<file path="src/sv/dtp_ram.sv">
// Generic single-port RAM with registered read data.
module dtp_ram #(
  parameter int WIDTH = 8,
  parameter int DEPTH = 16
) (
  input  logic                     clk,
  input  logic                     we,
  input  logic [$clog2(DEPTH)-1:0] addr,
  input  logic [WIDTH-1:0]         wdata,
  output logic [WIDTH-1:0]         rdata
);

  logic [WIDTH-1:0] mem [DEPTH];

  always_ff @(posedge clk) begin
    if (we) begin
      mem[addr] <= wdata;
    end
    rdata <= mem[addr];
  end

endmodule

</file>
<file path="config.mk">
export PLATFORM = sky130hd
export DESIGN_NAME = dtp_ram
export DESIGN_NICKNAME = d
export VERILOG_FILES = /design/src/sv/dtp_ram.sv
export SDC_FILE = /design/constraint.sdc
export NUM_CORES = 1
export LEC_CHECK = 0
export ABC_CLOCK_PERIOD_IN_PS = 2900
export BUFFER_PORTS_ARGS = -buffer_cell sky130_fd_sc_hd__buf_2
export CORE_MARGIN = 2
export CORE_UTILIZATION = 55
export CTS_CLUSTER_SIZE = 30
export DETAILED_ROUTE_END_ITERATION = 8
export HOLD_SLACK_MARGIN = 0.02
export PLACE_DENSITY = 0.72
export SKIP_CTS_REPAIR_TIMING = 1
export SYNTH_ARGS = -nofsm -noshare
export SYNTH_HDL_FRONTEND = slang
export SYNTH_SLANG_ARGS = --single-unit
export TNS_END_PERCENT = 10
</file>
<file path="constraint.sdc">
create_clock -name clk -period 2.9 [get_ports clk]
set_input_delay 0.87 -clock clk [delete_from_list [all_inputs] [get_ports clk]]
set_output_delay 0.87 -clock clk [all_outputs]
set_load 0.05 [all_outputs]
</file>
# [Yosys cells after proc, flatten, opt, wreduce, memory -nomap -nowiden]
# Memories as Yosys holds them, arrays and structs flattened. A register that Yosys moved wholly into a read port is not among the register bits.
# Index checks and enable logic that the tools add are counted.
[op_classes] mux=2
[ops] op="1-bit 2-to-1 mux" n=2
[word_totals] reg_bits=0 ram_bits=128 elab_cells=3 memories=1
[memory_table] memory="mem" depth=16 word_bits=8 rd=1 rd_clocked_by_memory_dff=1 write_ports=1 line_no="13" source="logic [WIDTH-1:0] mem [DEPTH];"

# [Longest topological paths before layout]
# Gate-level depths: netlist (run 1).
[logic_depth] ltp_word=2 ltp_mapped=5 depth_no_buf=3

# [Least setup slack after synthesis (run 1)]
# Ideal clock, no wire load.
[synth_timing] path_type="input-to-reg" startpoint="input port addr[2]" endpoint="memory mem[0][0], enable pin" arrival_ns=1.980 required_ns=2.517 path_slack_ns=0.537 path_stages=2 path_cell_list="or3b_2 > nor3_1"
[synth_rtl] item="start, declared" line_no="8" source="input logic [$clog2(DEPTH)-1:0] addr,"
[synth_rtl] item="end, declared" line_no="13"
# Straight into the memory's write port.

# [Final worst setup path (run 1)]
[layout_timing] startpoint="register rdata[0], read port of mem" endpoint="output port rdata[0]"
[layout_rtl] item="start, declared" line_no="10" source="output logic [WIDTH-1:0] rdata"
# No word-level cell between the ends.

==> results by group, run 1 <==
Pwr
  • Leak Pwr: 2.039 nW
  • Peak supply drop: 0.3837 mV
  • PD cells: 752.0 nW/um^2

Worst setup path
  • Cell family with most CP delay: flip-flops
  • CP Data Required Time: 2030 ps
  • Critical Path AT: 1160 ps
  • Maximum net fanout on the critical path: 1
  • Worst path bufs/invs: 1
  • Setup CP Type: flip-flop to primary output
  • R2R depth: 3
  • CP cell instances: buf_2
  • Crit path max-delay cell type: dfxtp_1
  • Worst reg2reg path endpoint: rdata[6]
  • CP peak stage delay: 360 ps
  • Reg2reg start: mem[2][6]
  • Worst R2R Setup Slack: 1520 ps
  • Crit. End Element: primary output
  • CP Launch Type: flip-flop

Final layout
  • Most common cell after layout, fill and taps aside: edfxtp_1
  • Register area: 4004 sq um
  • Final Util: 66.32%
  • # diodes: 0
  • Fin nets: 298
  • Layout cells sized above 1: 36.03%
  • Final instance area: 6041 sq um
  • Area of the multi-input gates: 1003 sq um
  • Filler cells: 559
  • Most frequent cells in the layout: 128 x edfxtp_1, 32 x mux4_2, 23 x buf_4, 21 x buf_2
  • Synthesis-to-layout area growth: 19.21%

Place
  • Dpl hpwl: 6.214 mm
  • PortBufs: 21
  • Post-place setup slack: 504.7 ps
  • Placed cell area: 5464 sq um
  • Placer Congestion: 0.7488

Routing
  • DRC violations left: 0
  • Via count: 2446
  • Vias per cell: 5.995
  • First-pass DRT Iterations: 4
  • WL/cell: 24.19 um
  • Final WL: 9.869 mm
  • Number of DRC markers in iteration 0: 200
  • Antenna-violating nets left: 0

Timing
  • Final hold violation count: 0
  • Fin Setup TNS: 0 ps
  • F_max: 0.4936 GHz
  • Tmin final: 2026 ps
  • Post-Route Skew: 5.362 ps
  • Final hold slack: 683.3 ps
  • Slew Limit Fails: 0
  • Period utilization: 69.86%
  • Slew @ Worst Pin: 711.1 ps
  • RSZ-0062 raised after global routing: no
  • Rel. slew slack: 52.50%
  • Setup-violating endpoint count in the final report: 0
  • Setup ws final: 874.0 ps

Global routing
  • Met2 usage: 36.43%
  • GRT Util Overall: 21.96%
  • First-pass GRT wire length: 14.95 mm
  • Grt total ovfl: 0
  • Met3 usage: 5.641%
  • Pin count of the biggest net entering global routing: 29
  • Vias in the first global route: 2572
  • Initial antenna violation count: 0
  • Layer with the highest usage: met2
  • M1 GR Usage: 27.54%

Die
  • Top Ports: 22
  • Die Y-Extent: 99.99 um
  • Initial core utilization: 55.63%
  • Die Footprint: 9997 sq um
  • Horiz. Die Dim: 99.99 um
  • Row cnt: 35
  • Core box area: 9109 sq um

Synth
  • Synth Register Bits: 136
  • Net count after synthesis: 244
  • Netlist cell types: 18
  • Post-synthesis cell area: 5067 sq um
  • Register area share after synthesis: 79.01%
  • Synth warnings: 0
  • Syn Inst Count: 230
  • Mean Syn Cell Area: 22.03 sq um
  • Top post-synthesis cells by area: edfxtp_1 76%, mux4_2 14%, dfxtp_1 3.2%, a22oi_1 2.4%, nor2_1 0.96%
  • Synth area leader: edfxtp_1
  • Yosys top cell area share: 75.85%

Clock tree
  • Number of buffers created by CTS: 17
  • Clk sinks: 136
  • Root buffer cell: clkbuf_8
  • Clock Latency Late Sink: 520 ps
  • Clock buffer depth: 2
  • CTS tree: done
  • Clock slew at reported path FFs: 60 ps
  • Htree depth: 4

Status
  • Run status: completed

Worst hold path
  • Hold EP: rdata[7]
  • Worst Hold Class: flip-flop to flip-flop
  • Worst hold start: mem[12][7]
  • Hold Crit Depth: 3

Flow run
  • Max-cap violation count: 0
[flip-flops by register name, indices dropped and copies added (netlist names)]
signal  count
mem       128
rdata       8
[area by class of cell]
cell class,count,area share [%]
Tap cell,111,2.299
Sequential cell,136,66.28
Clock buffer,20,7.042
Multi-Input combinational cell,83,16.61
Timing Repair Buffer,46,5.261
Clock inverter,12,2.506
[how the worst max path moves through the flow]
stage,from,end,cells past startpoint,slack [ps]
4_1_cts,rdata[0],rdata[0],1,860
3_3_place_gp,addr[0],rdata[0],5,480
2_1_floorplan,addr[2],mem[0][0],2,540
5_1_grt,rdata[0],rdata[0],1,860
6_report,rdata[0],rdata[0],1,870
3_5_place_dp,addr[0],rdata[2],5,500
[routing by layer]
metal / part of all wire, % / vias up
met5: 0 / -
met4: 2.0 / 0
met3: 4.6 / 16
met2: 53 / 81
met1: 40 / 1277
li1: - / 1072
[synthesized netlist by cell type]
| cell | number |
|---|---|
| nor2_1 | 13 |
| clkbuf_1 | 2 |
| nand2b_1 | 2 |
| dfxtp_1 | 8 |
| mux4_2 | 32 |
| nand3b_1 | 2 |
| buf_2 | 2 |
| nand2_1 | 9 |
| clkbuf_2 | 1 |
| or3b_2 | 1 |
| nor2b_1 | 2 |
| edfxtp_1 | 128 |
| nand3_1 | 1 |
| buf_6 | 2 |
| buf_1 | 4 |
| and2_1 | 1 |
| a22oi_1 | 16 |
| nor3_1 | 4 |
[metrics by stage]
| stage | power [mW] | instances |
|---|---|---|
| after floorplan | 2.408 | 230 |
| after global placement | 2.498 | 376 |
| after detailed placement | 2.505 | 376 |
| after CTS | 4.573 | 408 |
| after global routing | 4.670 | 408 |
| final | 4.543 | 408 |
[cells by family (layout without fill, tap and decap cells)]
kind of cell,count (synthesis),in the layout,share of synthesized area (%)
and+or+nand+nor,35,35,3.210
DFF,136,136,79.01
muxes,32,32,14.22
buffers and inverters,11,78,1.185
AOI/OAI and AO/OA,16,16,2.370
[power breakdown]
part / internal (mW) / switching [mW]
Clock: 1.31 / 0.772
Sequential: 2.20 / 0.0131
Combinational: 0.0919 / 0.160
Total: 3.60 / 0.946
No activity file was read; power rests on OpenSTA's default activity.
==> run 2: changes to the inputs <==
--- a/config.mk
+++ b/config.mk
@@ -5,14 +5,14 @@
 export SDC_FILE = /design/constraint.sdc
 export NUM_CORES = 1
 export LEC_CHECK = 0
-export ABC_CLOCK_PERIOD_IN_PS = 2900
+export ABC_CLOCK_PERIOD_IN_PS = 1800
 export BUFFER_PORTS_ARGS = -buffer_cell sky130_fd_sc_hd__buf_2
 export CORE_MARGIN = 2
-export CORE_UTILIZATION = 55
+export CORE_UTILIZATION = 54
 export CTS_CLUSTER_SIZE = 30
 export DETAILED_ROUTE_END_ITERATION = 8
 export HOLD_SLACK_MARGIN = 0.02
-export PLACE_DENSITY = 0.72
+export PLACE_DENSITY = 0.74
 export SKIP_CTS_REPAIR_TIMING = 1
 export SYNTH_ARGS = -nofsm -noshare
 export SYNTH_HDL_FRONTEND = slang
==> constraint.sdc (replaced) <==
create_clock -name clk -period 1.8 [get_ports clk]
set_input_delay 0.54 -clock clk [delete_from_list [all_inputs] [get_ports clk]]
set_output_delay 0.54 -clock clk [all_outputs]
set_load 0.05 [all_outputs]
==> run 2 against run 1 <==
  * Critical path depth unchanged
  * Clock skew down 0.71 ps
  * Non-clock buffer count grew 13
  * Utilization grew 1.2 points
  * Register-to-register slack lost 1100 ps
  * Global-route usage hardly changed
  * First-iteration DRC count rose by 5.0%
  * Count of clock-buffer cells in the layout down 3
  * Combinational power increased by 72%
  * Largest power group unchanged
  * Highest routed layer unchanged
==> results by group, run 2 (synthesis results as in run 1) <==
Timing
  • Final hold violation count: 0
  • Fin Setup TNS: 0 ps
  • F_max: 0.5937 GHz
  • Post-Route Skew: 4.648 ps
  • Slew @ Worst Pin: 808.6 ps
  • Final hold slack: 405.1 ps
  • Setup ws final: 115.8 ps
  • Slew Limit Fails: 0
  • Setup-violating endpoint count in the final report: 0
  • Period utilization: 93.57%
  • Tmin final: 1684 ps
  • RSZ-0062 raised after global routing: no
  • Rel. slew slack: 45.98%

Worst setup path
  • CP cell instances: buf_2
  • Cell family with most CP delay: flip-flops
  • Crit path max-delay cell type: dfxtp_1
  • CP Launch Type: flip-flop
  • Crit. End Element: primary output
  • CP Data Required Time: 1260 ps
  • R2R depth: 3
  • Maximum net fanout on the critical path: 1
  • Worst reg2reg path endpoint: rdata[4]
  • Worst path bufs/invs: 1
  • Critical Path AT: 1140 ps
  • Reg2reg start: mem[2][4]
  • Worst R2R Setup Slack: 400 ps
  • CP peak stage delay: 350 ps
  • Setup CP Type: flip-flop to primary output

Clock tree
  • Clock slew at reported path FFs: 60 ps
  • CTS tree: done
  • Number of buffers created by CTS: 17
  • Clock buffer depth: 2
  • Clock Latency Late Sink: 510 ps
  • Clk sinks: 136
  • Root buffer cell: clkbuf_8
  • Htree depth: 4

Pwr
  • Tot Pwr: 7.327 mW
  • PD cells: 1186 nW/um^2
  • Peak supply drop: 0.4779 mV
  • Leak Pwr: 2.115 nW

Place
  • Dpl hpwl: 6.585 mm
  • Placed cell area: 5604 sq um
  • Cells after DPL: 389
  • Placer Congestion: 0.7832
  • Post-place setup slack: -128.5 ps
  • PortBufs: 21

Global routing
  • M1 GR Usage: 29.34%
  • First-pass GRT wire length: 15.13 mm
  • Pin count of the biggest net entering global routing: 19
  • Grt total ovfl: 0
  • Met2 usage: 34.56%
  • Vias in the first global route: 2635
  • Layer with the highest usage: met2
  • GRT Util Overall: 21.96%
  • Met3 usage: 5.617%
  • Initial antenna violation count: 0

Routing
  • Number of DRC markers in iteration 0: 210
  • First-pass DRT Iterations: 4
  • Vias per cell: 6.157
  • DRC violations left: 0
  • Via count: 2586
  • Final WL: 9.968 mm
  • Antenna-violating nets left: 0
  • WL/cell: 23.73 um

Final layout
  • Final instance area: 6176 sq um
  • Most common cell after layout, fill and taps aside: edfxtp_1
  • Max reg flops: 128
  • Layout cells sized above 1: 39.48%
  • Regs by FF count: mem x128, rdata x8
  • Largest Register: mem
  • Fin nets: 311
  • Non-filler cells, final: 420
  • Final Util: 67.48%
  • # diodes: 0
  • Synthesis-to-layout area growth: 21.88%
  • Most frequent cells in the layout: 128 x edfxtp_1, 33 x buf_4, 32 x mux4_2, 21 x buf_2

Die
  • Top Ports: 22
  • Die Footprint: 10170 sq um
  • Row cnt: 35
  • Die Y-Extent: 100.9 um
  • Initial core utilization: 55.37%
  • Horiz. Die Dim: 100.9 um
  • Core box area: 9153 sq um

Worst hold path
  • Hold EP: mem[7][0]
  • Worst hold start: wdata[0]
  • Hold Crit Depth: 1
  • Worst Hold Class: input pin to flip-flop

Flow run
  • Max-cap violation count: 0

Status
  • Run status: completed
## run 2: cell types whose count changed in the layout (fill, tap and decap cells not counted)
cell        delta
buf_12         +3
buf_4         +10
clkinvlp_4     +2
nor3_2         +1
clkinv_1       +1
clkbuf_1       -3
clkinv_2       +1
clkinv_4       -2
nor3_1         -1
## run 2: layer usage
layer,share of wire (%),wire (um)
met1,40,3990
met2,52,5167
met3,5.8,578
met4,2.3,231
met5,0,0
## run 2: layout make-up
class,instances,area (sq um)
timing repair buffer,59,452.9
clock buffer,17,414.1
fill,574,2977
multi-input combinational,83,1008
tap,111,138.9
sequential,136,4004
clock inverter,14,157.7
## run 2: how the worst max path moves through the flow
stage	slack (ps)	cells after the start	endpoint	from
floorplan	-180	3	mem[12][0]	addr[1]
global placement	-100	5	rdata[4]	addr[0]
detailed placement	-130	5	rdata[4]	addr[0]
CTS	90	1	rdata[2]	rdata[2]
global route	70	1	rdata[1]	rdata[1]
finish	120	1	rdata[5]	rdata[5]
## run 2: where the power goes
part	switching, mW	internal (mW)
combinational	0.266	0.167
sequential	0.0239	3.54
clock	1.25	2.08
==> run 3: changes to the inputs <==
--- a/config.mk
+++ b/config.mk
@@ -12,7 +12,7 @@
 export CTS_CLUSTER_SIZE = 30
 export DETAILED_ROUTE_END_ITERATION = 8
 export HOLD_SLACK_MARGIN = 0.02
-export PLACE_DENSITY = 0.74
+export PLACE_DENSITY = 0.8
 export SKIP_CTS_REPAIR_TIMING = 1
 export SYNTH_ARGS = -nofsm -noshare
 export SYNTH_HDL_FRONTEND = slang
==> run 3 against run 2 <==
  * Routed wire length grew 0.59%
  * Utilization fell by 0.22 points
  * Fmax up 0.11%
  * Clock power up 6.0%
  * Non-clock buffer count is 7 lower
  * Final cell count shrank 1.4%
  * Sequential power is essentially flat
  * Combinational power is 1% lower
  * Die area is the same
  * Critical endpoint is now rdata[1]
  * Largest cell class unchanged
==> results by group, run 3 (synthesis results as in run 1) <==
Routing
  • Number of DRC markers in iteration 0: 163
  • WL/cell: 24.22 um
  • DRT met1 WL: 3.893 mm
  • DRC violations left: 0
  • Antenna-violating nets left: 0
  • Final WL: 10.03 mm
  • Via count: 2491
  • Max layer used: met4
  • Vias per cell: 6.017
  • First-pass DRT Iterations: 4
  • WL met3: 482 um
  • Met2 wire len: 5.335 mm

Die
  • Row cnt: 35
  • Top Ports: 22
  • Core box area: 9153 sq um
  • Die Footprint: 10170 sq um
  • Initial core utilization: 55.37%
  • Die Y-Extent: 100.9 um
  • Horiz. Die Dim: 100.9 um

Timing
  • Rel. slew slack: 42.29%
  • Setup-violating endpoint count in the final report: 0
  • Period utilization: 93.47%
  • Slew Limit Fails: 0
  • Slew @ Worst Pin: 863.9 ps
  • F_max: 0.5944 GHz
  • Final hold violation count: 0
  • RSZ-0062 raised after global routing: no
  • Post-Route Skew: 7.037 ps
  • Tmin final: 1682 ps

Final layout
  • Register area: 4004 sq um
  • Final Util: 67.26%
  • Most frequent cells in the layout: 128 x edfxtp_1, 32 x mux4_2, 27 x buf_4, 21 x buf_2
  • Filler cells: 565
  • Most common cell after layout, fill and taps aside: edfxtp_1
  • Non-filler cells, final: 414
  • Fin nets: 304
  • Area of the multi-input gates: 1008 sq um
  • Layout cells sized above 1: 38.61%
  • # diodes: 0
  • Synthesis-to-layout area growth: 21.48%
  • Max reg flops: 128
  • Regs by FF count: mem x128, rdata x8
  • Largest Register: mem

Status
  • Run status: completed

Clock tree
  • Clk sinks: 136
  • Htree depth: 4
  • Clock buffer depth: 2
  • Clock slew at reported path FFs: 60 ps
  • CTS tree: done
  • Root buffer cell: clkbuf_8
  • Clock Latency Late Sink: 520 ps
  • Number of buffers created by CTS: 17

Worst setup path
  • Cell family with most CP delay: flip-flops
  • Maximum net fanout on the critical path: 1
  • CP Launch Type: flip-flop
  • CP peak stage delay: 350 ps
  • Critical Path AT: 1140 ps
  • CP Data Required Time: 1260 ps
  • Crit path max-delay cell type: dfxtp_1
  • Worst path bufs/invs: 1
  • CP cell instances: buf_2
  • Crit. End Element: primary output
  • Setup CP Type: flip-flop to primary output

Place
  • PortBufs: 21
  • Cells after DPL: 382
  • Dpl hpwl: 6.280 mm
  • Placer Congestion: 0.7556

Pwr
  • Internal Power: 5.959 mW
  • Peak supply drop: 0.6945 mV
  • Psw: 1.564 mW
  • Comb pwr share: 5.7%
  • Leak Pwr: 2.085 nW
  • Sequential share of power: 47.3%
  • Switching share of power: 20.79%
  • Clock share of power: 47.0%
  • PD cells: 1222 nW/um^2

Global routing
  • Vias in the first global route: 2623
  • Pin count of the biggest net entering global routing: 18
  • First-pass GRT wire length: 15.17 mm
  • Grt total ovfl: 0
  • GRT Util Overall: 21.86%
  • Initial antenna violation count: 0

Flow run
  • Max-cap violation count: 0

Worst hold path
  • Worst Hold Class: input pin to flip-flop
## run 3: final timing paths
path | from | slack [ps] | depth (start not counted) | end
setup / recovery | rdata[1] | 120 | 1 | rdata[1]
hold / removal | wdata[0] | 400 | 1 | mem[13][0]
setup reg to reg | mem[3][4] | 380 | 3 | rdata[4]
hold reg to reg | mem[15][3] | 670 | 3 | rdata[3]
## run 3: cell type report
cell class / count / share of cell area [%]
Tap cell: 111 / 2.256
Clock buffer: 18 / 6.789
Clock inverter: 14 / 3.232
Timing Repair Buffer: 52 / 6.301
Multi-Input combinational cell: 83 / 16.38
Sequential cell: 136 / 65.04
## run 3: per-layer routing
layer,global-route usage [%],vias up
met5,0,-
met4,11.17,0
met3,5.132,24
met2,37.13,92
met1,26.20,1289
li1,-,1086
## run 3: power groups by stage
| stage | clock [mW] | combinational, mW | sequential [mW] |
|---|---|---|---|
| 2_1_floorplan | 0 | 0.183 | 3.70 |
| 3_3_place_gp | 0 | 0.411 | 3.62 |
| 3_5_place_dp | 0 | 0.423 | 3.63 |
| 4_1_cts | 3.58 | 0.431 | 3.56 |
| 5_1_grt | 3.70 | 0.457 | 3.57 |
| 6_report | 3.53 | 0.428 | 3.56 |
## run 3: through the flow
stage	instance area [sq um]	setup TNS [ps]	hold WS, ps	total power, mW	setup slack (ps)
floorplan	5072	-17850	634.9	3.879	-178.1
global placement	5539	-670.3	645.9	4.033	-139.6
detailed placement	5539	-879.1	650.9	4.050	-168.9
CTS	6156	0	382.0	7.570	109.4
global route	6156	0	403.2	7.728	104.9
finish	6156	0	397.9	7.524	117.6
