## config.mk

```make
export PLATFORM = sky130hd
export DESIGN_NAME = dtp_ctrl_flat
export DESIGN_NICKNAME = d
export VERILOG_FILES = /design/src/sv/dtp_pkg.sv /design/src/sv/dtp_if.sv /design/src/sv/dtp_ctrl.sv /design/src/flat_wrapper.sv
export SDC_FILE = /design/constraint.sdc
export NUM_CORES = 1
export LEC_CHECK = 0
export BUFFER_PORTS_ARGS = -buffer_cell sky130_fd_sc_hd__buf_2
export CORE_MARGIN = 2
export CORE_UTILIZATION = 45
export DETAILED_ROUTE_END_ITERATION = 8
export HOLD_SLACK_MARGIN = 0.02
export PLACE_DENSITY_LB_ADDON = 0.05
export SLEW_MARGIN = 20
export SYNTH_ARGS = -nofsm -noshare
export SYNTH_HDL_FRONTEND = slang
export SYNTH_SLANG_ARGS = --single-unit
```

## constraint.sdc

```tcl
create_clock -name clk -period 3.2 [get_ports clk]
set_input_delay 0.48 -clock clk [delete_from_list [all_inputs] [get_ports clk]]
set_output_delay 0.48 -clock clk [all_outputs]
set_load 0.1 [all_outputs]
```

## src/sv/dtp_pkg.sv

```systemverilog
// Package with the constants, types and codes shared by the digit trie files.
package dtp_pkg;

  localparam int NODE_COUNT = 4096;
  localparam int RADIX      = 10;
  localparam int NODE_W     = $clog2(NODE_COUNT);
  localparam int CNT_W      = NODE_W + 1;
  localparam int IDX_DEPTH  = NODE_COUNT * RADIX;
  localparam int IDX_AW     = $clog2(IDX_DEPTH);
  localparam int NODE_DW    = RADIX + 1;
  localparam int DIGIT_W    = 4;
  localparam int STATUS_W   = 2;
  localparam int USED_W     = 13;

  typedef enum logic [STATUS_W-1:0] {
    ST_OK       = 2'd0,
    ST_CONFLICT = 2'd1,
    ST_FULL     = 2'd2
  } status_t;

  typedef enum logic [2:0] {
    S_IDLE,
    S_DECIDE,
    S_IDX_WAIT,
    S_NODE_WAIT,
    S_FRESH,
    S_EMIT
  } state_t;

  typedef struct packed {
    logic              we;
    logic [IDX_AW-1:0] addr;
    logic [NODE_W-1:0] wdata;
  } idx_req_t;

  typedef struct packed {
    logic               we;
    logic [NODE_W-1:0]  addr;
    logic [NODE_DW-1:0] wdata;
  } node_req_t;

endpackage

```

## src/sv/dtp_if.sv

```systemverilog
// Valid/ready channel interfaces for digit items and result items.
interface dtp_in_if import dtp_pkg::*; ();
  logic               valid;
  logic               ready;
  logic [DIGIT_W-1:0] digit;
  logic               last_digit;
  logic               new_set;

  modport source (output valid, digit, last_digit, new_set, input ready);
  modport sink   (input valid, digit, last_digit, new_set, output ready);
  modport mon    (input valid, ready, digit, last_digit, new_set);
endinterface

interface dtp_out_if import dtp_pkg::*; ();
  logic                valid;
  logic                ready;
  logic [STATUS_W-1:0] status;
  logic                number_done;
  logic [USED_W-1:0]   nodes_used;

  modport source (output valid, status, number_done, nodes_used, input ready);
  modport sink   (input valid, status, number_done, nodes_used, output ready);
  modport mon    (input valid, ready, status, number_done, nodes_used);
endinterface

```

## src/sv/dtp_ctrl.sv

```systemverilog
// Sequencer that walks and grows the trie one digit at a time.
module dtp_ctrl import dtp_pkg::*; (
  input  logic               clk,
  input  logic               rst_n,
  dtp_in_if.sink             in_ch,
  dtp_out_if.source          out_ch,
  output idx_req_t           idx_req,
  input  logic [NODE_W-1:0]  idx_rdata,
  output node_req_t          node_req,
  input  logic [NODE_DW-1:0] node_rdata
);

  state_t              state_r, state_nxt;
  logic [NODE_W-1:0]   cur_r, cur_nxt;
  logic [RADIX-1:0]    cur_present_r, cur_present_nxt;
  logic [RADIX-1:0]    root_present_r, root_present_nxt;
  logic [CNT_W-1:0]    alloc_r, alloc_nxt;
  status_t             status_r, status_nxt;
  logic [DIGIT_W-1:0]  digit_r, digit_nxt;
  logic                last_r, last_nxt;
  logic [NODE_W-1:0]   child_r, child_nxt;
  logic                out_valid_r, out_valid_nxt;
  logic [STATUS_W-1:0] out_status_r, out_status_nxt;
  logic                out_done_r, out_done_nxt;
  logic [USED_W-1:0]   out_used_r, out_used_nxt;

  logic [RADIX-1:0]    eff_present;
  logic [RADIX-1:0]    digit_bit;
  logic [IDX_AW-1:0]   idx_addr;
  logic                slot_free;

  // The child slot of a node sits at node * 10 + digit.
  assign idx_addr = IDX_AW'({cur_r, 3'b000}) + IDX_AW'({cur_r, 1'b0}) + IDX_AW'(digit_r);
  assign eff_present = (cur_r == '0) ? root_present_r : cur_present_r;
  assign digit_bit = RADIX'(1) << digit_r;
  assign slot_free = !out_valid_r || out_ch.ready;

  assign in_ch.ready        = (state_r == S_IDLE);
  assign out_ch.valid       = out_valid_r;
  assign out_ch.status      = out_status_r;
  assign out_ch.number_done = out_done_r;
  assign out_ch.nodes_used  = out_used_r;

  always_ff @(posedge clk) begin
    if (!rst_n) begin
      state_r        <= S_IDLE;
      cur_r          <= '0;
      cur_present_r  <= '0;
      root_present_r <= '0;
      alloc_r        <= CNT_W'(1);
      status_r       <= ST_OK;
      out_valid_r    <= 1'b0;
    end else begin
      state_r        <= state_nxt;
      cur_r          <= cur_nxt;
      cur_present_r  <= cur_present_nxt;
      root_present_r <= root_present_nxt;
      alloc_r        <= alloc_nxt;
      status_r       <= status_nxt;
      out_valid_r    <= out_valid_nxt;
    end
  end

  always_ff @(posedge clk) begin
    digit_r      <= digit_nxt;
    last_r       <= last_nxt;
    child_r      <= child_nxt;
    out_status_r <= out_status_nxt;
    out_done_r   <= out_done_nxt;
    out_used_r   <= out_used_nxt;
  end

  always_comb begin
    state_nxt        = state_r;
    cur_nxt          = cur_r;
    cur_present_nxt  = cur_present_r;
    root_present_nxt = root_present_r;
    alloc_nxt        = alloc_r;
    status_nxt       = status_r;
    digit_nxt        = digit_r;
    last_nxt         = last_r;
    child_nxt        = child_r;
    out_valid_nxt    = out_valid_r;
    out_status_nxt   = out_status_r;
    out_done_nxt     = out_done_r;
    out_used_nxt     = out_used_r;
    idx_req.we       = 1'b0;
    idx_req.addr     = idx_addr;
    idx_req.wdata    = alloc_r[NODE_W-1:0];
    node_req.we      = 1'b0;
    node_req.addr    = cur_r;
    node_req.wdata   = {1'b0, eff_present | digit_bit};

    if (out_valid_r && out_ch.ready) begin
      out_valid_nxt = 1'b0;
    end

    unique case (state_r)
      S_IDLE: begin
        if (in_ch.valid) begin
          digit_nxt = in_ch.digit;
          last_nxt  = in_ch.last_digit;
          state_nxt = S_EMIT;
          if (in_ch.new_set) begin
            cur_nxt          = '0;
            alloc_nxt        = CNT_W'(1);
            status_nxt       = ST_OK;
            root_present_nxt = '0;
          end
          if (in_ch.new_set || status_r == ST_OK) begin
            if (in_ch.digit < DIGIT_W'(RADIX)) begin
              state_nxt = S_DECIDE;
            end else if (in_ch.last_digit) begin
              cur_nxt = '0;
            end
          end
        end
      end
      S_DECIDE: begin
        if ((eff_present & digit_bit) != '0) begin
          state_nxt = S_IDX_WAIT;
        end else if (alloc_r >= CNT_W'(NODE_COUNT)) begin
          status_nxt = ST_FULL;
          state_nxt  = S_EMIT;
        end else begin
          idx_req.we = 1'b0 | 1'b1;
          if (cur_r == '0) begin
            root_present_nxt = eff_present | digit_bit;
          end else begin
            node_req.we = 1'b1;
          end
          state_nxt = S_FRESH;
        end
      end
      S_FRESH: begin
        node_req.we     = 1'b1;
        node_req.addr   = alloc_r[NODE_W-1:0];
        node_req.wdata  = {last_r, {RADIX{1'b0}}};
        alloc_nxt       = alloc_r + CNT_W'(1);
        cur_nxt         = last_r ? '0 : alloc_r[NODE_W-1:0];
        cur_present_nxt = '0;
        state_nxt       = S_EMIT;
      end
      S_IDX_WAIT: begin
        node_req.addr = idx_rdata;
        child_nxt     = idx_rdata;
        state_nxt     = S_NODE_WAIT;
      end
      S_NODE_WAIT: begin
        if (node_rdata[RADIX]) begin
          status_nxt = ST_CONFLICT;
        end else if (last_r) begin
          if (node_rdata[RADIX-1:0] != '0) begin
            status_nxt = ST_CONFLICT;
          end else begin
            node_req.we    = 1'b1;
            node_req.addr  = child_r;
            node_req.wdata = {1'b1, {RADIX{1'b0}}};
            cur_nxt        = '0;
          end
        end else begin
          cur_nxt         = child_r;
          cur_present_nxt = node_rdata[RADIX-1:0];
        end
        state_nxt = S_EMIT;
      end
      S_EMIT: begin
        if (slot_free) begin
          out_valid_nxt  = 1'b1;
          out_status_nxt = status_r;
          out_done_nxt   = last_r;
          out_used_nxt   = USED_W'(alloc_r);
          state_nxt      = S_IDLE;
        end
      end
      default: begin
        state_nxt = S_IDLE;
      end
    endcase
  end

endmodule

```

## src/flat_wrapper.sv

```systemverilog
// flat-port wrapper written by rule: the top's interface ports become plain ports
module dtp_ctrl_flat import dtp_pkg::*;
  (clk, rst_n, idx_req, idx_rdata, node_req, node_rdata, in_ch_valid, in_ch_digit, in_ch_last_digit, in_ch_new_set, in_ch_ready, out_ch_valid, out_ch_status, out_ch_number_done, out_ch_nodes_used, out_ch_ready);
  dtp_in_if in_ch_i ();
  dtp_out_if out_ch_i ();
  input  logic clk;
  input  logic rst_n;
  output idx_req_t idx_req;
  input  logic [NODE_W-1:0] idx_rdata;
  output node_req_t node_req;
  input  logic [NODE_DW-1:0] node_rdata;
  input wire logic [$bits(in_ch_i.valid)-1:0] in_ch_valid;
  input wire logic [$bits(in_ch_i.digit)-1:0] in_ch_digit;
  input wire logic [$bits(in_ch_i.last_digit)-1:0] in_ch_last_digit;
  input wire logic [$bits(in_ch_i.new_set)-1:0] in_ch_new_set;
  output wire logic [$bits(in_ch_i.ready)-1:0] in_ch_ready;
  output wire logic [$bits(out_ch_i.valid)-1:0] out_ch_valid;
  output wire logic [$bits(out_ch_i.status)-1:0] out_ch_status;
  output wire logic [$bits(out_ch_i.number_done)-1:0] out_ch_number_done;
  output wire logic [$bits(out_ch_i.nodes_used)-1:0] out_ch_nodes_used;
  input wire logic [$bits(out_ch_i.ready)-1:0] out_ch_ready;
  assign in_ch_i.valid = in_ch_valid;
  assign in_ch_i.digit = in_ch_digit;
  assign in_ch_i.last_digit = in_ch_last_digit;
  assign in_ch_i.new_set = in_ch_new_set;
  assign in_ch_ready = in_ch_i.ready;
  assign out_ch_valid = out_ch_i.valid;
  assign out_ch_status = out_ch_i.status;
  assign out_ch_number_done = out_ch_i.number_done;
  assign out_ch_nodes_used = out_ch_i.nodes_used;
  assign out_ch_i.ready = out_ch_ready;
  dtp_ctrl u_core (.clk(clk), .rst_n(rst_n), .in_ch(in_ch_i), .out_ch(out_ch_i), .idx_req(idx_req), .idx_rdata(idx_rdata), .node_req(node_req), .node_rdata(node_rdata));
endmodule
```

* Word-level counts from Yosys, hierarchy flattened *
Cells that the tools add are included.

storage, ports and cells
  register bits = 84
  latch bits = 0
  RAM bits = 0
  bits in read-only memories = 0
  memories = 0

cells by class
  add/subtract/negate cells = 3
  multiply operators = 0
  div/mod/pow operators = 0
  $lt $le $gt $ge = 2
  equal/unequal tests = 17
  shift-type cells = 1
  muxes and demuxes = 53
  bitwise operators = 2
  reduce and logical (&&, ||, !) cells = 23

operators with widths
  kind                     count
  $mux W12                 9
  $mux W10                 8
  $mux W24                 3
  $pmux W12 S3             2
  $pmux W10 S2             2
  $mux W13                 2
  $pmux W13 S2             1
  $pmux W11 S2             1
  $reduce_bool A10 Y1      2
  $add A15 B13 Y16         1
  $add A16 B4 Y16          1
  $mux W3                  5
  $pmux W3 S5              1
  $mux W2                  7
  $add A13 B1 Y13 const B  1
  $ge A13 B13 Y1 const B   1
  $logic_not A12 Y1        1
  $ne A2 B2 Y1 const B     6
  $and A10 B10 Y10         1
  $mux W1                  10
  $or A10 B10 Y10          1
  $shl A1 B4 Y10 const A   1
  $reduce_and A7 Y1        1
  $eq A3 B2 Y1 const B     2
  other kinds (20)         31

* Logic depth before layout (Yosys ltp) *
Gate-level depths: netlist of run 1.

  depth after elaboration = 7
  depth in mapped cells = 10

* Worst setup path before layout of run 1 *
OpenSTA, ideal clock, no wires.

  path type = register to output
  start point = reg u_core.cur_r[0]
  end point = out node_req[23] (netlist bit)
  arrival = 3.941 ns
  required time = 2.720 ns
  slack = -1.221 ns
  cell stages (with the launch flop) = 9
  cell sequence = dfxtp_1 -> nor4_4 -> and3_1 -> buf_6 -> mux2_1 -> nor4_2 -> nand4_2 -> nor2_1 -> a31o_2

RTL lines
  what                    line                source
  from (decl)             dtp_ctrl.sv:14      logic [NODE_W-1:0] cur_r, cur_nxt;
  from (signal assigned)  dtp_ctrl.sv:55      cur_r <= cur_nxt;
  to (decl)               flat_wrapper.sv:10  output node_req_t node_req;

==> impl_metrics.env, run 1 <==
export IMPL_period_needed_ns=3.653
export IMPL_syn2layout_area_growth_pct=33.03
export IMPL_numClockSinks=84
export IMPL_gp_congestion=0.8296
export IMPL_grt_pass1_vias=4548
export IMPL_synth_ff_type="dfxtp_1"
export IMPL_port_buffers=103
export IMPL_yosysSeqAreaShare_pct=40.00
export IMPL_seqPwrFrac_pct=36.7
export IMPL_final_util_pct=61.46
export IMPL_clkPwrFrac_pct=24.8
export IMPL_clk_pin_slew_ns=0.08
export IMPL_timing_slew_headroom_pct=46.24
export IMPL_fmax_mhz=273.7
export IMPL_clockBufferDepth=2
export IMPL_ctsHoldBuffers=0
export IMPL_clkLatencyLatePin_ns=0.37
export IMPL_cts_tree="yes"
export IMPL_fp_dieH_um=109.7
export IMPL_first_iter_violations=254
export IMPL_dpl_cell_count=796
export IMPL_drt_pre_antenna_iters=5
export IMPL_syn_cell_area_mm2=0.005030
export IMPL_syn_inst=555
export IMPL_diodes=0
export IMPL_cts_root_buffer="clkbuf_8"
export IMPL_core_area_mm2=0.01089
export IMPL_start_util_pct=46.20
export IMPL_vdd_ir_drop_max_mv=0.5397
export IMPL_dp_hpwl_um=10040
export IMPL_grt_overflow=0
export IMPL_synth_most_common_cell="nand2_1"
export IMPL_skew_ns=0.008278
export IMPL_total_power_mw=3.347
export IMPL_synth_seq_cells=84
export IMPL_cap_violations=0
export IMPL_grt_pass1_wl_um=22010
export IMPL_p_int_mw=1.935
export IMPL_worstMarginPinSlew_ns=0.8010
export IMPL_synth_common_cells="nand2_1 (81), dfxtp_1 (51), nand3_1 (40), nor2_1 (40), a21oi_1 (37)"
export IMPL_tns_ns=-2.160
export IMPL_fin_cells=826
export IMPL_required_ns=2.72
export IMPL_p_leak_nw=2.936
export IMPL_failed_checks="setup timing"
export IMPL_final_period_utilization_pct=114.2
export IMPL_final_antenna_net_count=0
export IMPL_power_frac_comb_pct=38.4
export IMPL_synth_edf_count=33
export IMPL_synth_top_area_cell="dfxtp_1"
export IMPL_antenna_found_initial=0
export IMPL_min_path_type="input pin to register"
export IMPL_cp_end_kind="primary output"
export IMPL_nets=741
export IMPL_routed_wl_um=13590
export IMPL_synth_nets=615
export IMPL_die_area_mm2=0.01204
export IMPL_ios=104
export IMPL_drc=0
export IMPL_swShare_pct=42.18
export IMPL_synth_area_per_cell_um2=9.063
export IMPL_arrival_ns=3.17
export IMPL_vias_per_cell=5.610
export IMPL_report_final_setup_viol=8
export IMPL_rsz0062_at_grt="true"
export IMPL_drv_slew=0
export IMPL_rows=38
export IMPL_grtUsageTotal_pct=23.70
export IMPL_hold_depth=1
export IMPL_hold_viol_final=0
export IMPL_synthArstFlopShare_pct=0
export IMPL_die_w_um=109.7
export IMPL_grt_max_degree=30
export IMPL_path_class="register to primary output"
export IMPL_startpoint_type="register"
export IMPL_htreeDepth=3
export IMPL_p_per_area_mw_per_mm2=500.2
export IMPL_yosysTopAreaCellShare_pct=20.30
export IMPL_cts_buffers=9
export IMPL_ff2ff_path_depth=11
export IMPL_worst_slack_ns=-0.4532
export IMPL_power_switching_mw=1.412
export IMPL_vias=4634
export IMPL_drive_gt1_share_pct=33.53
export IMPL_synth_distinct_cells=55
export IMPL_outcome="finished with violations"
export IMPL_yosys_warnings=0
export IMPL_synth_area_top_cells="dfxtp_1 (20%), edfxtp_1 (20%), ha_1 (6.2%)"
export IMPL_worstPathMaxFanout=2
export IMPL_avgRoutedWirePerCell_um=16.46
-- cells by family (layout without fill, tap and decap cells) --
kind of cell,count (synthesis),count (layout),synth area share (%)
multiplexers,28,28,5.721
XOR/XNOR,20,20,3.482
flip-flops,84,84,40.00
AO/OA/AOI/OAI,116,116,15.50
buffers and inverters,47,178,4.776
adder cells (fa/ha/maj),27,27,7.015
AND/OR/NAND/NOR,233,233,23.51
-- registers in the layout, summed over array words and instances (netlist names) --
register and flops:
u_core.out_ch.valid 1, u_core.alloc_r 13, u_core.child_r 12, u_core.out_ch.status 2
u_core.digit_r 4, u_core.status_r 2, u_core.root_present_r 10, u_core.last_r 1
u_core.cur_r 12, u_core.out_ch.number_done 1, u_core.out_ch.nodes_used 13, u_core.state_r 3
u_core.cur_present_r 10
-- cell usage in the layout, fill, tap and decap left out, types with 4 or more instances in the layout --
master    Yosys  routed
nor2b_1      28      27
dfxtp_1      51      47
xnor2_4       0       4
inv_1         9       9
buf_2         0      89
nand2b_1      4       4
nand4_1       5       5
clkbuf_8      0       9
buf_4        13      43
mux2i_1      25      23
a21oi_2       0      12
ha_1         25      23
a32oi_1       4       4
nor4_1        4       4
xnor2_2       0       4
edfxtp_1     33      33
xor2_1       10       8
a21o_1        6       6
o21a_1        4       4
buf_12        0      15
buf_6         2       6
a21oi_1      37      22
nor2_1       40      37
nor3_1        4       4
o21ai_0      16      13
and3_1        8       7
nor4_4        3       4
nand2_1      81      80
a22oi_1      28      28
nand3_1      40      40
-- routing by layer --
metal  wire length (µm)  global-route usage [%]
met3                738                   5.928
met2               6861                   41.71
met5                  0                       0
met1               5695                   28.20
met4                297                   7.685
-- repair_timing --
action | CTS | global route
endpoints found under the hold margin | 0 | 0
gates resized for setup | 29 | 16
pin swaps | 18 | 15
buffers inserted | 7 | 7
endpoints found under the setup margin | 10 | 17
-- path summary, 6_finish.rpt --
check | from | end | slack, ns
max reg2reg | u_core.cur_r[0] | u_core.root_present_r[8] | 0.24
min | in_ch_digit[0] | u_core.digit_r[0] | 0.29
min reg2reg | u_core.root_present_r[3] | u_core.root_present_r[3] | 0.48
max | u_core.digit_r[3] | idx_req[26] | -0.45
-- final cells by class --
cell class                      instances  area, µm²
Tap cell                              140      175.2
Timing Repair Buffer                  153       1136
Clock inverter                          7      91.34
Sequential cell                        84       2019
Multi-Input combinational cell        424       3112
Clock buffer                            9      123.9
Fill cell                             997       4197
Inverter                                9      33.78
-- worst max-delay path, cell delays in order (launching register included) --
cell      delay [ns]
edfxtp_1        0.42
fa_2            0.47
fa_2            0.40
a21o_1          0.17
a21oi_2         0.17
o21ai_2         0.07
a21o_1          0.18
a41o_1          0.28
o41ai_4         0.27
xnor2_2         0.18
buf_12          0.20
-- power groups by stage --
stage                     combinational [mW]  sequential, mW  clock [mW]
after global routing                    1.36            1.24       0.896
final                                   1.29            1.23       0.832
after detailed placement                1.25            1.25           0
after global placement                  1.24            1.25           0
after CTS                               1.27            1.23       0.853
after floorplan                        0.835            1.37           0
-- stage by stage --
| step | hold WS (ns) | area (µm²) | worst slack, ns |
|---|---|---|---|
| final | 0.2860 | 6691 | -0.4532 |
| after detailed placement | 0.4577 | 6198 | -0.1414 |
| after CTS | 0.2645 | 6574 | -0.5136 |
| after global routing | 0.2615 | 6691 | -0.5611 |
| after floorplan | 0.4341 | 5244 | -0.4020 |
| after global placement | 0.4474 | 6198 | -0.1079 |
(Power assumes the default switching activity.)
==> run 2: changes to the inputs <==
--- a/config.mk
+++ b/config.mk
@@ -6,6 +6,7 @@
 export NUM_CORES = 1
 export LEC_CHECK = 0
 export BUFFER_PORTS_ARGS = -buffer_cell sky130_fd_sc_hd__buf_2
+export CORE_ASPECT_RATIO = 1.5
 export CORE_MARGIN = 2
 export CORE_UTILIZATION = 45
 export DETAILED_ROUTE_END_ITERATION = 8
==> impl_metrics.env, run 2 (synthesis results as in run 1) <==
export IMPL_vias_per_cell=5.578
export IMPL_antenna_found_initial=1
export IMPL_clk_pin_slew_ns=0.07
export IMPL_seqPwrFrac_pct=34.3
export IMPL_drive_gt1_share_pct=33.24
export IMPL_grt_max_degree=34
export IMPL_core_area_mm2=0.01100
export IMPL_rows=47
export IMPL_power_frac_comb_pct=36.7
export IMPL_avgRoutedWirePerCell_um=16.85
export IMPL_timing_slew_headroom_pct=48.17
export IMPL_rsz0062_at_grt="true"
export IMPL_drt_pre_antenna_iters=5
export IMPL_cts_tree="yes"
export IMPL_gp_congestion=0.8903
export IMPL_grtUsageTotal_pct=23.47
export IMPL_finalHoldWorstSlack_ns=0.3298
export IMPL_min_path_type="input pin to register"
export IMPL_final_antenna_net_count=0
export IMPL_clockBufferDepth=2
export IMPL_skew_ns=0.007104
export IMPL_p_leak_nw=2.967
export IMPL_first_iter_violations=205
export IMPL_p_per_area_mw_per_mm2=523.3
export IMPL_report_final_setup_viol=9
export IMPL_htreeDepth=3
export IMPL_die_w_um=90.32
export IMPL_grt_pass1_vias=4718
export IMPL_fp_dieH_um=133.5
export IMPL_port_buffers=103
export IMPL_path_class="register to primary output"
export IMPL_fmax_mhz=271.9
export IMPL_outcome="finished with violations"
export IMPL_routed_wl_um=14080
export IMPL_vdd_ir_drop_max_mv=0.3640
export IMPL_clkLatencyLatePin_ns=0.34
export IMPL_grt_overflow=0
export IMPL_hold_viol_final=0
export IMPL_startpoint_type="register"
export IMPL_final_period_utilization_pct=114.9
export IMPL_cts_root_buffer="clkbuf_16"
export IMPL_total_power_mw=3.552
export IMPL_nets=744
export IMPL_tns_ns=-2.161
export IMPL_fin_cells=836
export IMPL_syn2layout_area_growth_pct=34.95
export IMPL_die_area_mm2=0.01206
export IMPL_numClockSinks=84
export IMPL_power_switching_mw=1.501
export IMPL_fillers=990
export IMPL_postLayoutCellArea_mm2=0.006788
export IMPL_drv_slew=0
export IMPL_period_needed_ns=3.677
export IMPL_worstMarginPinSlew_ns=0.7722
export IMPL_place_area_mm2=0.006237
export IMPL_grt_pass1_wl_um=22880
export IMPL_most_common_layout_cells="buf_2 (89), nand2_1 (80), dfxtp_1 (48)"
export IMPL_arrival_ns=3.20
export IMPL_diodes=0
export IMPL_post_place_ws_ns=-0.1839
export IMPL_worst_slack_ns=-0.4773
export IMPL_ios=104
export IMPL_required_ns=2.72
export IMPL_cp_end_kind="primary output"
export IMPL_start_util_pct=45.74
export IMPL_layout_commonest_cell="buf_2"
export IMPL_dp_hpwl_um=10360
export IMPL_swShare_pct=42.25
export IMPL_p_int_mw=2.051
export IMPL_vias=4663
export IMPL_dpl_cell_count=807
export IMPL_clkPwrFrac_pct=28.9
export IMPL_cap_violations=0
export IMPL_cts_buffers=9
export IMPL_drc=0
export IMPL_final_util_pct=61.72
export IMPL_failed_checks="setup timing"
export IMPL_worstPathMaxFanout=2
run 2: cell count changes in the layout (fill, tap and decap cells not counted), sizes merged:
cell	delta
buf	+3
clkinv	-3
inv	+3
bufinv	-2
clkinvlp	+2
run 2: final timing paths:
check	from	to	slack, ns	depth (start not counted)
setup / recovery	u_core.digit_r[3]	idx_req[26]	-0.48	10
hold / removal	in_ch_last_digit	u_core.last_r	0.33	1
setup reg to reg	u_core.cur_r[0]	u_core.root_present_r[6]	0.31	10
hold reg to reg	u_core.root_present_r[3]	u_core.root_present_r[3]	0.46	2
run 2: critical path: stages, from the launching register on:
cell and delay, ns:
edfxtp_1 0.42, fa_2 0.47, fa_2 0.41, a21o_1 0.17, a21oi_2 0.17, o21ai_2 0.08, a21o_1 0.20, a41o_1 0.27
o41ai_4 0.27, xnor2_2 0.18, buf_12 0.20
run 2: area by class of cell:
type                            count  area, µm²  area share (%)
Sequential cell                    84       2016           29.70
Multi-Input combinational cell    424       3105           45.75
Timing Repair Buffer              156       1154           17.00
Inverter                            9      33.78          0.4977
Clock inverter                      7      70.07           1.032
Tap cell                          147      183.9           2.710
Clock buffer                        9      225.2           3.318
run 2: per-layer routing:
layer	wire (µm)	up-vias	part of all wire, %	GRT usage (%)
met2	7774	143	55	45.57
met5	0	-	0	0
met3	695	19	4.9	4.412
li1	-	2252	-	-
met1	5369	2249	38	25.31
met4	244	0	1.7	7.521
run 2: power by group through the flow:
stage	Clock (mW)	Combinational (mW)	Sequential, mW
after floorplan	0	0.835	1.37
after global placement	0	1.24	1.24
after detailed placement	0	1.25	1.24
after CTS	1.05	1.29	1.22
after global routing	1.09	1.37	1.23
final	1.03	1.31	1.22
run 2: timing repair:
action,in CTS,in global routing
setup endpoints to repair,10,12
pin swaps,23,17
hold buffers,0,0
gates resized for setup,26,12
buffers inserted,8,6
==> run 3: changes to the inputs <==
--- a/config.mk
+++ b/config.mk
@@ -8,7 +8,7 @@
 export BUFFER_PORTS_ARGS = -buffer_cell sky130_fd_sc_hd__buf_2
 export CORE_ASPECT_RATIO = 1.5
 export CORE_MARGIN = 2
-export CORE_UTILIZATION = 45
+export CORE_UTILIZATION = 50
 export DETAILED_ROUTE_END_ITERATION = 8
 export HOLD_SLACK_MARGIN = 0.02
 export PLACE_DENSITY_LB_ADDON = 0.05
==> impl_metrics.env, run 3 (synthesis results as in run 1) <==
export IMPL_fillers=774
export IMPL_die_w_um=85.89
export IMPL_rows=44
export IMPL_routed_wl_um=13640
export IMPL_antenna_found_initial=1
export IMPL_dp_hpwl_um=9967
export IMPL_grtUsageTotal_pct=25.09
export IMPL_first_iter_violations=240
export IMPL_grt_pass1_wl_um=21860
export IMPL_clockBufferDepth=2
export IMPL_grt_pass1_vias=4602
export IMPL_worstHoldEndpoint="u_core.child_r[10]"
export IMPL_cts_root_buffer="clkbuf_16"
export IMPL_arrival_ns=3.17
export IMPL_failed_checks="DRC, setup timing"
export IMPL_hold_viol_final=0
export IMPL_vias=4690
export IMPL_worst_path_most_repeated_cell="a21o_1"
export IMPL_required_ns=2.72
export IMPL_ff2ff_path_depth=11
export IMPL_skew_ns=0.007424
export IMPL_vdd_ir_drop_max_mv=0.3552
export IMPL_worstPathMaxFanout=2
export IMPL_grt_overflow=0
export IMPL_vias_per_cell=5.848
export IMPL_place_area_mm2=0.006175
export IMPL_cap_violations=0
export IMPL_core_area_mm2=0.009744
export IMPL_r2r_start="u_core.cur_r[3]"
export IMPL_ios=104
export IMPL_avgRoutedWirePerCell_um=17.00
export IMPL_postLayoutCellArea_mm2=0.006753
export IMPL_clk_pin_slew_ns=0.07
export IMPL_drt_pre_antenna_iters=9
export IMPL_worst_slack_ns=-0.4465
export IMPL_r2r_end="u_core.root_present_r[7]"
export IMPL_outcome="finished with violations"
export IMPL_r2r_slack_ns=0.38
export IMPL_grt_max_degree=31
export IMPL_nets=742
export IMPL_total_power_mw=3.614
export IMPL_cts_tree="yes"
export IMPL_slowest_stage="fa_1"
export IMPL_fmax_mhz=274.2
export IMPL_port_buffers=103
export IMPL_fp_dieH_um=126.8
export IMPL_gp_congestion=0.9031
export IMPL_crit_family="compound AO/OA/AOI/OAI gates"
export IMPL_path_class="register to primary output"
export IMPL_cp_num_buf_inv=1
export IMPL_layout_commonest_cell="buf_2"
export IMPL_drc=9
export IMPL_min_path_type="input pin to register"
export IMPL_die_area_mm2=0.01089
export IMPL_cp_end_kind="primary output"
export IMPL_hold_depth=1
export IMPL_final_period_utilization_pct=114.0
export IMPL_p_per_area_mw_per_mm2=535.2
export IMPL_path_cells="fa_1 -> fa_2 -> a21o_1 -> a21oi_2 -> o21ai_2 -> a21o_1 -> a41o_1 -> o41ai_4 -> xnor2_2 -> buf_12"
export IMPL_cts_buffers=9
export IMPL_drive_gt1_share_pct=33.48
export IMPL_rsz0062_at_grt="true"
export IMPL_diodes=0
export IMPL_hp_start="idx_rdata[10]"
export IMPL_period_needed_ns=3.646
export IMPL_report_final_setup_viol=8
export IMPL_clkLatencyLatePin_ns=0.34
export IMPL_most_common_layout_cells="buf_2 (89), nand2_1 (80), dfxtp_1 (49)"
export IMPL_worstMarginPinSlew_ns=0.8562
export IMPL_htreeDepth=3
export IMPL_startpoint_type="register"
export IMPL_timing_slew_headroom_pct=42.54
export IMPL_p_leak_nw=2.971
export IMPL_drv_slew=0
export IMPL_start_util_pct=51.62
export IMPL_critPathMaxStageDelay_ns=0.51
export IMPL_syn2layout_area_growth_pct=34.25
export IMPL_final_antenna_net_count=0
export IMPL_numClockSinks=84
[run 3: final cells by class]
class / instances / area, µm² / share of cell area [%]
Tap cell: 115 / 143.9 / 2.131
Multi-Input combinational cell: 424 / 3115 / 46.14
Inverter: 9 / 33.78 / 0.5003
Sequential cell: 84 / 2014 / 29.83
Clock inverter: 7 / 88.84 / 1.316
Timing Repair Buffer: 154 / 1131 / 16.75
Clock buffer: 9 / 225.2 / 3.335
[run 3: stage by stage]
step | cells | hold slack [ns] | setup WS (ns) | utilization, % | setup TNS, ns
CTS | 798 | 0.3225 | -0.3748 | 68.43 | -1.439
global route | 802 | 0.3210 | -0.5338 | 69.30 | -2.814
detailed placement | 772 | 0.4571 | -0.1229 | 63.37 | -0.1886
finish | 802 | 0.3265 | -0.4465 | 69.30 | -2.049
floorplan | 555 | 0.4341 | -0.4020 | - | -0.8701
global placement | 772 | 0.4494 | -0.1024 | 63.37 | -0.1366
[run 3: layer usage]
metal  vias to the layer above  share of wire (%)  GRT usage [%]
li1                       2256                  -              -
met4                         2                3.9          12.04
met2                       163                 53          44.51
met3                        36                5.3          4.880
met5                         -               0.12              0
met1                      2233                 38          28.28
[run 3: worst reg2reg max path, stage by stage, from the launching register on]
cell	delay, ns
dfxtp_2	0.34
buf_6	0.12
nor4_4	0.30
and3_4	0.28
buf_8	0.13
mux2i_2	0.10
a2111oi_4	0.43
nand4_4	0.17
buf_4	0.18
o41ai_2	0.19
buf_4	0.29
mux2i_1	0.23
[run 3: what timing repair did]
action                                  CTS  global route
hold buffers                              0             0
resized for setup                        25            15
endpoints found under the setup margin   10            12
buffers inserted                         11             5
pin swaps                                18            14
[run 3: worst max-delay path by stage]
stage | start | cells after the start | endpoint | slack, ns
global route | u_core.digit_r[3] | 10 | idx_req[26] | -0.53
detailed placement | u_core.digit_r[3] | 10 | idx_req[26] | -0.12
finish | u_core.digit_r[3] | 10 | idx_req[26] | -0.45
CTS | u_core.digit_r[3] | 10 | idx_req[26] | -0.37
floorplan | u_core.cur_r[11] | 8 | node_req[23] | -0.40
global placement | u_core.digit_r[3] | 10 | idx_req[26] | -0.10
[run 3: where the power goes]
part           leakage [nW]  switching [mW]  internal, mW
clock                 0.152           0.473         0.627
sequential            0.712          0.0534          1.17
combinational          2.11           0.965         0.324
total                  2.97            1.49          2.12
